===== src/rtl/thsq_pkg.sv =====
// ---------------------------------------------------------------------------
// thsq_pkg: shared types and constants
// Field widths, register indexes, lane commands and result layouts for the
// three-axis homing sequencer.
// ---------------------------------------------------------------------------
package thsq_pkg;

	localparam int AXES        = 3;
	localparam int TIMEOUT_W   = 16;
	localparam int MAX_STEPS_W = 20;
	localparam int ELAPSED_W   = 17;
	localparam int MS_W        = 8;
	localparam int CFG_IDX_W   = 1;
	localparam int CFG_DATA_W  = 20;

	localparam logic [TIMEOUT_W-1:0]   TIMEOUT_RST   = 16'd10000;
	localparam logic [MAX_STEPS_W-1:0] MAX_STEPS_RST = 20'd20000;

	typedef enum logic [CFG_IDX_W-1:0] {
		CFG_TIMEOUT_MS = 1'b0,
		CFG_MAX_STEPS  = 1'b1
	} cfg_idx_t;

	typedef enum logic {
		REQ_START = 1'b0,
		REQ_STEP  = 1'b1
	} req_kind_t;

	typedef enum logic [2:0] {
		CMD_NONE,
		CMD_START,
		CMD_ESTOP,
		CMD_STEP,
		CMD_TIMEOUT
	} lane_cmd_t;

	typedef struct packed {
		logic pulse;
		logic moving;
		logic homed;
	} lane_res_t;

	typedef struct packed {
		logic [AXES-1:0] step;
		logic            busy;
		logic            done;
		logic [AXES-1:0] homed;
		logic            all_homed;
	} result_t;

endpackage


===== src/rtl/thsq_req_if.sv =====
// ---------------------------------------------------------------------------
// thsq_req_if: request channel
// Valid/ready channel carrying one start or step request.
// ---------------------------------------------------------------------------
interface thsq_req_if;
	logic                     valid;
	logic                     ready;
	logic                     req_type;
	logic                     limit_x;
	logic                     limit_y;
	logic                     limit_z;
	logic                     estop;
	logic [thsq_pkg::MS_W-1:0] ms_delta;

	modport source (output valid, req_type, limit_x, limit_y, limit_z, estop, ms_delta,
		input ready);
	modport sink (input valid, req_type, limit_x, limit_y, limit_z, estop, ms_delta,
		output ready);
endinterface


===== src/rtl/thsq_res_if.sv =====
// ---------------------------------------------------------------------------
// thsq_res_if: result channel
// Valid/ready channel carrying the step pulses and the homing report.
// ---------------------------------------------------------------------------
interface thsq_res_if;
	logic valid;
	logic ready;
	logic step_x;
	logic step_y;
	logic step_z;
	logic busy_res;
	logic done_res;
	logic x_homed;
	logic y_homed;
	logic z_homed;
	logic all_homed;

	modport source (output valid, step_x, step_y, step_z, busy_res, done_res,
		x_homed, y_homed, z_homed, all_homed, input ready);
	modport sink (input valid, step_x, step_y, step_z, busy_res, done_res,
		x_homed, y_homed, z_homed, all_homed, output ready);
endinterface


===== src/rtl/thsq_cfg_if.sv =====
// ---------------------------------------------------------------------------
// thsq_cfg_if: configuration write channel
// Valid/ready channel carrying a register index and write data.
// ---------------------------------------------------------------------------
interface thsq_cfg_if;
	logic                            valid;
	logic                            ready;
	logic [thsq_pkg::CFG_IDX_W-1:0]  index;
	logic [thsq_pkg::CFG_DATA_W-1:0] data;

	modport source (output valid, index, data, input ready);
	modport sink (input valid, index, data, output ready);
endinterface


===== src/rtl/thsq_axis_lane.sv =====
// ---------------------------------------------------------------------------
// thsq_axis_lane: one axis of the homing run
// Holds the moving and failed flags and the saturating step counter of one
// axis, and reports its pulse, next moving flag and homed flag.
// ---------------------------------------------------------------------------
module thsq_axis_lane #(
	parameter int STEP_COUNT_BITS = 21
) (
	input  logic                                 clk,
	input  logic                                 arst_n,
	input  thsq_pkg::lane_cmd_t                  cmd,
	input  logic                                 lim,
	input  logic [thsq_pkg::MAX_STEPS_W-1:0]     max_steps,
	output thsq_pkg::lane_res_t                  lane_res
);

	localparam int CMP_W = (STEP_COUNT_BITS > thsq_pkg::MAX_STEPS_W) ?
		STEP_COUNT_BITS : thsq_pkg::MAX_STEPS_W;

	logic                       moving_q;
	logic                       failed_q;
	logic [STEP_COUNT_BITS-1:0] cnt_q;
	logic [STEP_COUNT_BITS-1:0] cnt_nxt;
	logic                       over;
	logic                       mov_nxt;

	always_comb begin
		cnt_nxt = cnt_q;
		if (moving_q && (cnt_q != {STEP_COUNT_BITS{1'b1}})) begin
			cnt_nxt = cnt_q + {{(STEP_COUNT_BITS-1){1'b0}}, 1'b1};
		end
		over    = CMP_W'(cnt_nxt) > CMP_W'(max_steps);
		mov_nxt = moving_q & ~lim & ~over;
		lane_res.pulse  = moving_q;
		lane_res.moving = mov_nxt;
		lane_res.homed  = lim & ~(failed_q | over);
	end

	always_ff @(posedge clk or negedge arst_n) begin
		if (!arst_n) begin
			moving_q <= 1'b0;
			failed_q <= 1'b0;
			cnt_q    <= '0;
		end else begin
			case (cmd)
				thsq_pkg::CMD_START: begin
					cnt_q    <= '0;
					moving_q <= ~lim;
					failed_q <= 1'b0;
				end
				thsq_pkg::CMD_ESTOP: begin
					moving_q <= 1'b0;
				end
				thsq_pkg::CMD_STEP: begin
					cnt_q    <= cnt_nxt;
					failed_q <= failed_q | over;
					moving_q <= mov_nxt;
				end
				thsq_pkg::CMD_TIMEOUT: begin
					cnt_q    <= cnt_nxt;
					failed_q <= ~lim;
					moving_q <= 1'b0;
				end
				default: begin
					moving_q <= moving_q;
				end
			endcase
		end
	end

endmodule


===== src/rtl/thsq_merge.sv =====
// ---------------------------------------------------------------------------
// thsq_merge: run control and lane merge
// Tracks the running flag and elapsed time, combines the three lane reports
// into one result and issues the command that every lane applies.
// ---------------------------------------------------------------------------
module thsq_merge (
	input  logic                               clk,
	input  logic                               arst_n,
	input  logic                               accept,
	input  logic                               req_type,
	input  logic                               estop,
	input  logic [thsq_pkg::AXES-1:0]          lim,
	input  logic [thsq_pkg::MS_W-1:0]          ms_delta,
	input  logic [thsq_pkg::TIMEOUT_W-1:0]     timeout_ms,
	input  thsq_pkg::lane_res_t [thsq_pkg::AXES-1:0] lane_res,
	output thsq_pkg::lane_cmd_t                cmd,
	output thsq_pkg::result_t                  result
);

	localparam int EW = thsq_pkg::ELAPSED_W;

	logic                       running_q;
	logic [EW-1:0]              elapsed_q;
	logic [EW:0]                sum;
	logic [EW-1:0]              elapsed_nxt;
	logic                       timeout;
	logic [thsq_pkg::AXES-1:0]  pulses;
	logic [thsq_pkg::AXES-1:0]  mov_all;
	logic [thsq_pkg::AXES-1:0]  homed_all;
	thsq_pkg::lane_cmd_t        cmd_c;

	always_comb begin
		sum         = {1'b0, elapsed_q} + (EW+1)'(ms_delta);
		elapsed_nxt = sum[EW] ? {EW{1'b1}} : sum[EW-1:0];
		timeout     = elapsed_nxt > EW'(timeout_ms);
		for (int a = 0; a < thsq_pkg::AXES; a++) begin
			pulses[a]    = lane_res[a].pulse;
			mov_all[a]   = lane_res[a].moving;
			homed_all[a] = lane_res[a].homed;
		end
	end

	always_comb begin
		cmd_c  = thsq_pkg::CMD_NONE;
		result = '0;
		if (req_type == thsq_pkg::REQ_START) begin
			cmd_c = thsq_pkg::CMD_START;
			if (&lim) begin
				// every axis already sits on its switch
				result.done      = 1'b1;
				result.homed     = estop ? '0 : lim;
				result.all_homed = ~estop;
			end else begin
				result.busy = 1'b1;
			end
		end else if (running_q) begin
			if (estop) begin
				cmd_c       = thsq_pkg::CMD_ESTOP;
				result.done = 1'b1;
			end else if (timeout) begin
				cmd_c            = thsq_pkg::CMD_TIMEOUT;
				result.step      = pulses;
				result.done      = 1'b1;
				result.homed     = lim;
				result.all_homed = &lim;
			end else begin
				cmd_c       = thsq_pkg::CMD_STEP;
				result.step = pulses;
				if (mov_all == '0) begin
					result.done      = 1'b1;
					result.homed     = homed_all;
					result.all_homed = &homed_all;
				end else begin
					result.busy = 1'b1;
				end
			end
		end
		cmd = accept ? cmd_c : thsq_pkg::CMD_NONE;
	end

	always_ff @(posedge clk or negedge arst_n) begin
		if (!arst_n) begin
			running_q <= 1'b0;
			elapsed_q <= '0;
		end else if (accept) begin
			case (cmd_c)
				thsq_pkg::CMD_START: begin
					running_q <= ~(&lim);
					elapsed_q <= '0;
				end
				thsq_pkg::CMD_ESTOP: begin
					running_q <= 1'b0;
				end
				thsq_pkg::CMD_TIMEOUT: begin
					running_q <= 1'b0;
					elapsed_q <= elapsed_nxt;
				end
				thsq_pkg::CMD_STEP: begin
					running_q <= |mov_all;
					elapsed_q <= elapsed_nxt;
				end
				default: begin
					running_q <= running_q;
				end
			endcase
		end
	end

endmodule


===== src/rtl/three_axis_homing_sequencer.sv =====
// ---------------------------------------------------------------------------
// three_axis_homing_sequencer: three-axis limit switch homing
// Homes X, Y and Z toward their limit switches in parallel, one lane per
// axis, with a merge stage that forms the per-item pulses and report.
// ---------------------------------------------------------------------------
//
//  channel | modport | contents
//  --------+---------+-------------------------------------------------
//  req     | sink    | req_type, limit_x/y/z, estop, ms_delta
//  res     | source  | step_x/y/z, busy_res, done_res, x/y/z_homed, all_homed
//  cfg     | sink    | index (0 timeout_ms, 1 max_steps), data
//
//  One request per cycle unless a stalled result blocks it: every lane and
//  the merge stage settle a whole request in the accepting cycle, and the
//  result appears in the output register on the next cycle.
//  Reset clears the run state and loads timeout_ms = 10000, max_steps = 20000.
//  A stalled result holds in the output register; req.ready stays high
//  whenever that register is empty or being taken in the same cycle.
//  Configuration writes are always ready and take effect on the next cycle.
// ---------------------------------------------------------------------------
module three_axis_homing_sequencer #(
	parameter int STEP_COUNT_BITS = 21
) (
	input  logic      clk,
	input  logic      arst_n,
	thsq_req_if.sink  req,
	thsq_res_if.source res,
	thsq_cfg_if.sink  cfg
);

	logic [thsq_pkg::TIMEOUT_W-1:0]          timeout_q;
	logic [thsq_pkg::MAX_STEPS_W-1:0]        max_steps_q;
	logic                                    res_valid_q;
	thsq_pkg::result_t                       res_data_q;
	logic                                    accept;
	logic [thsq_pkg::AXES-1:0]               lim;
	thsq_pkg::lane_cmd_t                     cmd;
	thsq_pkg::lane_res_t [thsq_pkg::AXES-1:0] lane_res;
	thsq_pkg::result_t                       result;

	// Take a new request whenever the output register frees up this cycle.
	assign req.ready = !res_valid_q || res.ready;
	assign accept    = req.valid && req.ready;
	assign lim       = {req.limit_z, req.limit_y, req.limit_x};

	// Configuration registers: no backpressure on writes.
	assign cfg.ready = 1'b1;

	always_ff @(posedge clk or negedge arst_n) begin
		if (!arst_n) begin
			timeout_q   <= thsq_pkg::TIMEOUT_RST;
			max_steps_q <= thsq_pkg::MAX_STEPS_RST;
		end else if (cfg.valid) begin
			case (cfg.index)
				thsq_pkg::CFG_TIMEOUT_MS: timeout_q   <= cfg.data[thsq_pkg::TIMEOUT_W-1:0];
				thsq_pkg::CFG_MAX_STEPS:  max_steps_q <= cfg.data[thsq_pkg::MAX_STEPS_W-1:0];
				default: begin
					timeout_q <= timeout_q;
				end
			endcase
		end
	end

	// One lane per axis: counter, moving and failed flags.
	for (genvar a = 0; a < thsq_pkg::AXES; a++) begin : g_lane
		thsq_axis_lane #(
			.STEP_COUNT_BITS (STEP_COUNT_BITS)
		) u_lane (
			.clk       (clk),
			.arst_n    (arst_n),
			.cmd       (cmd),
			.lim       (lim[a]),
			.max_steps (max_steps_q),
			.lane_res  (lane_res[a])
		);
	end

	// Merge the lane reports, track time, and decide what the lanes apply.
	thsq_merge u_merge (
		.clk        (clk),
		.arst_n     (arst_n),
		.accept     (accept),
		.req_type   (req.req_type),
		.estop      (req.estop),
		.lim        (lim),
		.ms_delta   (req.ms_delta),
		.timeout_ms (timeout_q),
		.lane_res   (lane_res),
		.cmd        (cmd),
		.result     (result)
	);

	// Output register: load on accept, drop when taken.
	always_ff @(posedge clk or negedge arst_n) begin
		if (!arst_n) begin
			res_valid_q <= 1'b0;
		end else if (accept) begin
			res_valid_q <= 1'b1;
		end else if (res.ready) begin
			res_valid_q <= 1'b0;
		end
	end

	always_ff @(posedge clk) begin
		if (accept) begin
			res_data_q <= result;
		end
	end

	assign res.valid     = res_valid_q;
	assign res.step_x    = res_data_q.step[0];
	assign res.step_y    = res_data_q.step[1];
	assign res.step_z    = res_data_q.step[2];
	assign res.busy_res  = res_data_q.busy;
	assign res.done_res  = res_data_q.done;
	assign res.x_homed   = res_data_q.homed[0];
	assign res.y_homed   = res_data_q.homed[1];
	assign res.z_homed   = res_data_q.homed[2];
	assign res.all_homed = res_data_q.all_homed;

endmodule


===== src/flat_wrapper.sv =====
// flat-port wrapper written by rule: the top's interface ports become plain ports
module three_axis_homing_sequencer_flat 
#(
	parameter int STEP_COUNT_BITS = 21
)
  (clk, arst_n, req_valid, req_req_type, req_limit_x, req_limit_y, req_limit_z, req_estop, req_ms_delta, req_ready, res_valid, res_step_x, res_step_y, res_step_z, res_busy_res, res_done_res, res_x_homed, res_y_homed, res_z_homed, res_all_homed, res_ready, cfg_valid, cfg_index, cfg_data, cfg_ready);
  thsq_req_if req_i ();
  thsq_res_if res_i ();
  thsq_cfg_if cfg_i ();
  input  logic clk;
  input  logic arst_n;
  input wire logic [$bits(req_i.valid)-1:0] req_valid;
  input wire logic [$bits(req_i.req_type)-1:0] req_req_type;
  input wire logic [$bits(req_i.limit_x)-1:0] req_limit_x;
  input wire logic [$bits(req_i.limit_y)-1:0] req_limit_y;
  input wire logic [$bits(req_i.limit_z)-1:0] req_limit_z;
  input wire logic [$bits(req_i.estop)-1:0] req_estop;
  input wire logic [$bits(req_i.ms_delta)-1:0] req_ms_delta;
  output wire logic [$bits(req_i.ready)-1:0] req_ready;
  output wire logic [$bits(res_i.valid)-1:0] res_valid;
  output wire logic [$bits(res_i.step_x)-1:0] res_step_x;
  output wire logic [$bits(res_i.step_y)-1:0] res_step_y;
  output wire logic [$bits(res_i.step_z)-1:0] res_step_z;
  output wire logic [$bits(res_i.busy_res)-1:0] res_busy_res;
  output wire logic [$bits(res_i.done_res)-1:0] res_done_res;
  output wire logic [$bits(res_i.x_homed)-1:0] res_x_homed;
  output wire logic [$bits(res_i.y_homed)-1:0] res_y_homed;
  output wire logic [$bits(res_i.z_homed)-1:0] res_z_homed;
  output wire logic [$bits(res_i.all_homed)-1:0] res_all_homed;
  input wire logic [$bits(res_i.ready)-1:0] res_ready;
  input wire logic [$bits(cfg_i.valid)-1:0] cfg_valid;
  input wire logic [$bits(cfg_i.index)-1:0] cfg_index;
  input wire logic [$bits(cfg_i.data)-1:0] cfg_data;
  output wire logic [$bits(cfg_i.ready)-1:0] cfg_ready;
  assign req_i.valid = req_valid;
  assign req_i.req_type = req_req_type;
  assign req_i.limit_x = req_limit_x;
  assign req_i.limit_y = req_limit_y;
  assign req_i.limit_z = req_limit_z;
  assign req_i.estop = req_estop;
  assign req_i.ms_delta = req_ms_delta;
  assign req_ready = req_i.ready;
  assign res_valid = res_i.valid;
  assign res_step_x = res_i.step_x;
  assign res_step_y = res_i.step_y;
  assign res_step_z = res_i.step_z;
  assign res_busy_res = res_i.busy_res;
  assign res_done_res = res_i.done_res;
  assign res_x_homed = res_i.x_homed;
  assign res_y_homed = res_i.y_homed;
  assign res_z_homed = res_i.z_homed;
  assign res_all_homed = res_i.all_homed;
  assign res_i.ready = res_ready;
  assign cfg_i.valid = cfg_valid;
  assign cfg_i.index = cfg_index;
  assign cfg_i.data = cfg_data;
  assign cfg_ready = cfg_i.ready;
  three_axis_homing_sequencer #(.STEP_COUNT_BITS(STEP_COUNT_BITS)) u_core (.clk(clk), .arst_n(arst_n), .req(req_i), .res(res_i), .cfg(cfg_i));
endmodule

===== config.mk =====
export PLATFORM = sky130hd
export DESIGN_NAME = three_axis_homing_sequencer_flat
export DESIGN_NICKNAME = d
export VERILOG_FILES = /design/src/rtl/thsq_pkg.sv /design/src/rtl/thsq_req_if.sv /design/src/rtl/thsq_res_if.sv /design/src/rtl/thsq_cfg_if.sv /design/src/rtl/thsq_axis_lane.sv /design/src/rtl/thsq_merge.sv /design/src/rtl/three_axis_homing_sequencer.sv /design/src/flat_wrapper.sv
export SDC_FILE = /design/constraint.sdc
export NUM_CORES = 1
export LEC_CHECK = 0
export ABC_AREA = 1
export BUFFER_PORTS_ARGS = -buffer_cell sky130_fd_sc_hd__buf_2
export CORE_UTILIZATION = 45
export CTS_CLUSTER_DIAMETER = 200
export DETAILED_ROUTE_END_ITERATION = 10
export PLACE_DENSITY = 0.73
export SLEW_MARGIN = 10
export SYNTH_ARGS = -nofsm -noshare
export SYNTH_HDL_FRONTEND = slang
export SYNTH_HIERARCHICAL = 1
export SYNTH_SLANG_ARGS = --single-unit

===== constraint.sdc =====
create_clock -name clk -period 7.8 [get_ports clk]
set_input_delay 0.78 -clock clk [delete_from_list [all_inputs] [get_ports clk]]
set_output_delay 0.78 -clock clk [all_outputs]
set_load 0.02 [all_outputs]

==> results by group <==
Outcome
  – Run status: finished clean

Place
  – Post-DP HPWL: 19.3 mm
  – Port buffer count: 49
  – Number of instances in the placed design: ~1800
  – Gpl congestion: just over 0.9

Worst setup path
  – Kind of critical path: in -> reg
  – Worst reg2reg setup slack: roughly 2.4 ns
  – Crit path top cell by count: sky130_fd_sc_hd__nand2_1
  – Critical-path maximum fanout: 12
  – Slowest Stage Delay on Critical Path: 0.66 ns
  – R2r startpoint: u_core/u_merge/elapsed_q[2]
  – Crit path launch type: input pin
  – Critical-path cell with the highest stage delay: sky130_fd_sc_hd__nor2_1
  – Number of cells on the worst reg-to-reg path: 31
  – Number of buffers and inverters on the critical path: 6
  – Worst path top cell family by delay: simple AND/OR/NAND/NOR gates
  – Arrival time at the worst endpoint: a little under 6 ns
  – Crit end category: flop
  – Required time worst endpoint: roughly 8.1 ns
  – Critical register-to-register path endpoint: u_core/g_lane[2].u_lane/cnt_q[7]

Routing
  – Via density: around 5.2
  – Total length of routed wires: 25.2 mm
  – Antenna Violating Nets Remaining: 0
  – Vias: a little over 9000
  – Remaining design rule violation count: 0
  – Detailed-router iteration count before antenna repair: 5
  – Initial DRC count: about 530
  – Routed len/inst: 14.1 µm

Clock tree
  – Hold bufs inserted after CTS: 0
  – Clk sinks: about 130
  – Longest Clk Path Bufs: 2
  – Number of buffers inserted during clock tree synthesis: 17
  – Number of post-CTS setup repair buffers: 0
  – Clock tree from TritonCTS: done
  – Clk Tree Root Cell: sky130_fd_sc_hd__clkbuf_16
  – Clock slew seen by the registers of the worst setup and hold paths: ~0.060 ns
  – CTS HTree Levels: 4
  – Insertion delay of the later-clocked pin in the worst-skew pair: ~0.43 ns
  – Resize count post-CTS: 0

Die
  – Area enclosed by the die boundary: 0.0235 mm²
  – Horizontal die dimension: 153 µm
  – Die span in y: between 150 and 200 µm
  – I/O pin count: 51
  – Effective utilization at floorplan: between 40% and 50%
  – Area inside the core boundary: approximately 0.023 mm²
  – Number of placement rows: 55

Job
  – Max-cap check violation count: 0

Global routing
  – Initial antenna violation count: 0
  – Via count of the first global-routing pass: between 8000 and 9000
  – Global Route Usage Sum: 22.5%
  – Remaining Overflow, GRT: 0
  – Maximum number of pins on one net before global-route repair: 66
  – First-pass GRT wire length: between 40 and 50 mm

Logic synthesis
  – Distinct cell type count after synthesis: about 50
  – Syn_area_per_cell: between 7 and 8 µm²
  – Number of standard cells after synthesis: approximately 1500
  – Predominant post-synthesis flop cell: sky130_fd_sc_hd__dfrtp_1
  – Portion of synthesized cell area occupied by the leading cell type: 27.7%
  – Fraction of registers with async set or reset after synthesis: a little over 90%
  – Syn Nets: ~1600
  – Synth top area cells: sky130_fd_sc_hd__dfrtp_1 (28%), sky130_fd_sc_hd__nand2_1 (14%), sky130_fd_sc_hd__ha_1 (11%)
  – Synth area leader: sky130_fd_sc_hd__dfrtp_1
  – Number of flops mapped to enable cells by yosys: 9
  – Mapped Area: about 0.010 mm²
  – Count of warnings emitted by yosys: 6
  – Sequential cell area fraction in the yosys report: between 30% and 40%
  – Flip-flop and latch count after synthesis: ~130

Timing
  – Unrepaired setup endpoints after global routing: false
  – Max-slew violation count: 0
  – Final clock skew: roughly 0.0083 ns
  – Final setup violating endpoints: 0
  – Period minus WS final: 5.45 ns
  – Final-layout setup total negative slack: 0 ns
  – Achievable frequency: around 180 MHz
  – Worst hold margin: 0.449 ns
  – Share of the cycle needed by the critical path after routing: 69.9%
  – Relative max-transition margin: 44.1%
  – Slew at the pin closest to its max-slew limit: between 0.8 and 0.9 ns
  – Number of endpoints with negative hold slack in the final report: 0

Cells and area
  – Antenna cells: 0
  – Post-route core utilization: around half
  – Number of filler instances in the final layout: 2150
  – Share of final-layout standard cells stronger than drive strength 1: 11.5%
  – Area growth from synthesis to layout: 9.92%
  – Net count reported at finish: ~1600
  – Final non-filler cell total: ~1800
  – Most frequent standard cell in the layout excluding fill and tap cells: sky130_fd_sc_hd__nand2_1
  – Most used cells in the layout excluding fill and tap cells: sky130_fd_sc_hd__nand2_1 (375), sky130_fd_sc_hd__inv_1 (269), sky130_fd_sc_hd__dfrtp_1 (114)

Hold path
  – Kind of path behind the tightest hold check: in -> async

Pwr
  – Overall Power: about 0.0024 W
  – Leakage dissipation: 6.08 nW
  – Max VDD drop: 0.111 mV
  – Pwr/cell area: 210 mW/mm²
## worst max-delay path by stage
| stage | cells after the start | slack (ns) | from | to |
|---|---|---|---|---|
| 6_report | 32 | 2.35 | req_ms_delta[0] | u_core/g_lane[2].u_lane/cnt_q[7] |
| 5_1_grt | 32 | 1.87 | req_ms_delta[0] | u_core/g_lane[2].u_lane/cnt_q[14] |
| 4_1_cts | 32 | 2.40 | req_ms_delta[0] | u_core/g_lane[2].u_lane/cnt_q[7] |
| 3_5_place_dp | 32 | 1.95 | req_ms_delta[0] | u_core/g_lane[2].u_lane/cnt_q[14] |
| 3_3_place_gp | 32 | 2.11 | req_ms_delta[0] | u_core/g_lane[2].u_lane/cnt_q[0] |
| 2_1_floorplan | 29 | 2.79 | req_ms_delta[2] | u_core/g_lane[1].u_lane/cnt_q[0] |
## per-stage QoR
stage,setup WS (ns),area (µm²)
after floorplan,2.79,10300
after global placement,2.11,10800
after detailed placement,1.95,10800
after CTS,2.40,11300
after global routing,1.87,11300
final,2.35,11300
## layer usage
layer / routed length, µm / vias to the layer above / GRT usage, %
met1: 11200 / 4291 / 28.0
met4: 858 / 0 / 10.8
met5: 0 / - / 0
met2: 12100 / 209 / 38.2
met3: 1020 / 49 / 3.49
li1: - / 4688 / -
## final cells by class
type | instances | area (µm²) | share of cell area [%]
clock buffers | 18 | 439 | 3.88
repair buffers | 53 | 278 | 2.45
multi-input cells | 1000 | 5660 | 50.0
inverters | 285 | 1070 | 9.47
flip-flops and latches | 133 | 3390 | 29.9
clock inverters | 14 | 138 | 1.21
well taps | 285 | 357 | 3.15
## state kept, by name, summed over array words and instances (netlist names)
| register | count |
|---|---|
| u_core/g_lane.u_lane/cnt_q | 63 |
| u_core/g_lane.u_lane/failed_q | 3 |
| u_core/g_lane.u_lane/moving_q | 3 |
| u_core/max_steps_q | 20 |
| u_core/res.all_homed | 1 |
| u_core/res.busy_res | 1 |
| u_core/res.done_res | 1 |
| u_core/res.step_x | 1 |
| u_core/res.step_y | 1 |
| u_core/res.step_z | 1 |
| u_core/res.valid | 1 |
| u_core/res.x_homed | 1 |
| u_core/res.y_homed | 1 |
| u_core/res.z_homed | 1 |
| u_core/timeout_q | 16 |
| u_core/u_merge/elapsed_q | 17 |
| u_core/u_merge/running_q | 1 |
## cell usage after synthesis, drive strengths merged, types with 3 or more instances
| cell | count |
|---|---|
| dfstp | 10 |
| inv | 284 |
| nand3 | 109 |
| dfrtp | 114 |
| o22ai | 30 |
| o21ai | 77 |
| a21oi | 48 |
| a211oi | 4 |
| nor4 | 12 |
| clkbuf | 11 |
| nand4 | 20 |
| a21boi | 3 |
| a21o | 3 |
| nand2 | 395 |
| edfxtp | 9 |
| xor2 | 60 |
| nor3 | 25 |
| nor2 | 114 |
| buf | 22 |
| ha | 87 |
| a31oi | 3 |
## where the power goes
part | leakage, nW | switching [W] | internal (W)
Combinational | 4.08 | 0.000486 | 0.000261
Sequential | 1.72 | 0.0000766 | 0.000762
Clock | 0.281 | 0.000336 | 0.000456
Total | 6.08 | 0.000899 | 0.00148
## logic make-up after synthesis
kind of cell,synth area share [%]
AOI/OAI and AO/OA,9.57
xor gates and xnor gates,5.26
adders and majority gates,10.8
buffers and inverters,12.2
DFF,32.9
other,0.0364
and+or+nand+nor,29.3
Power figures use the tool's default switching activity.
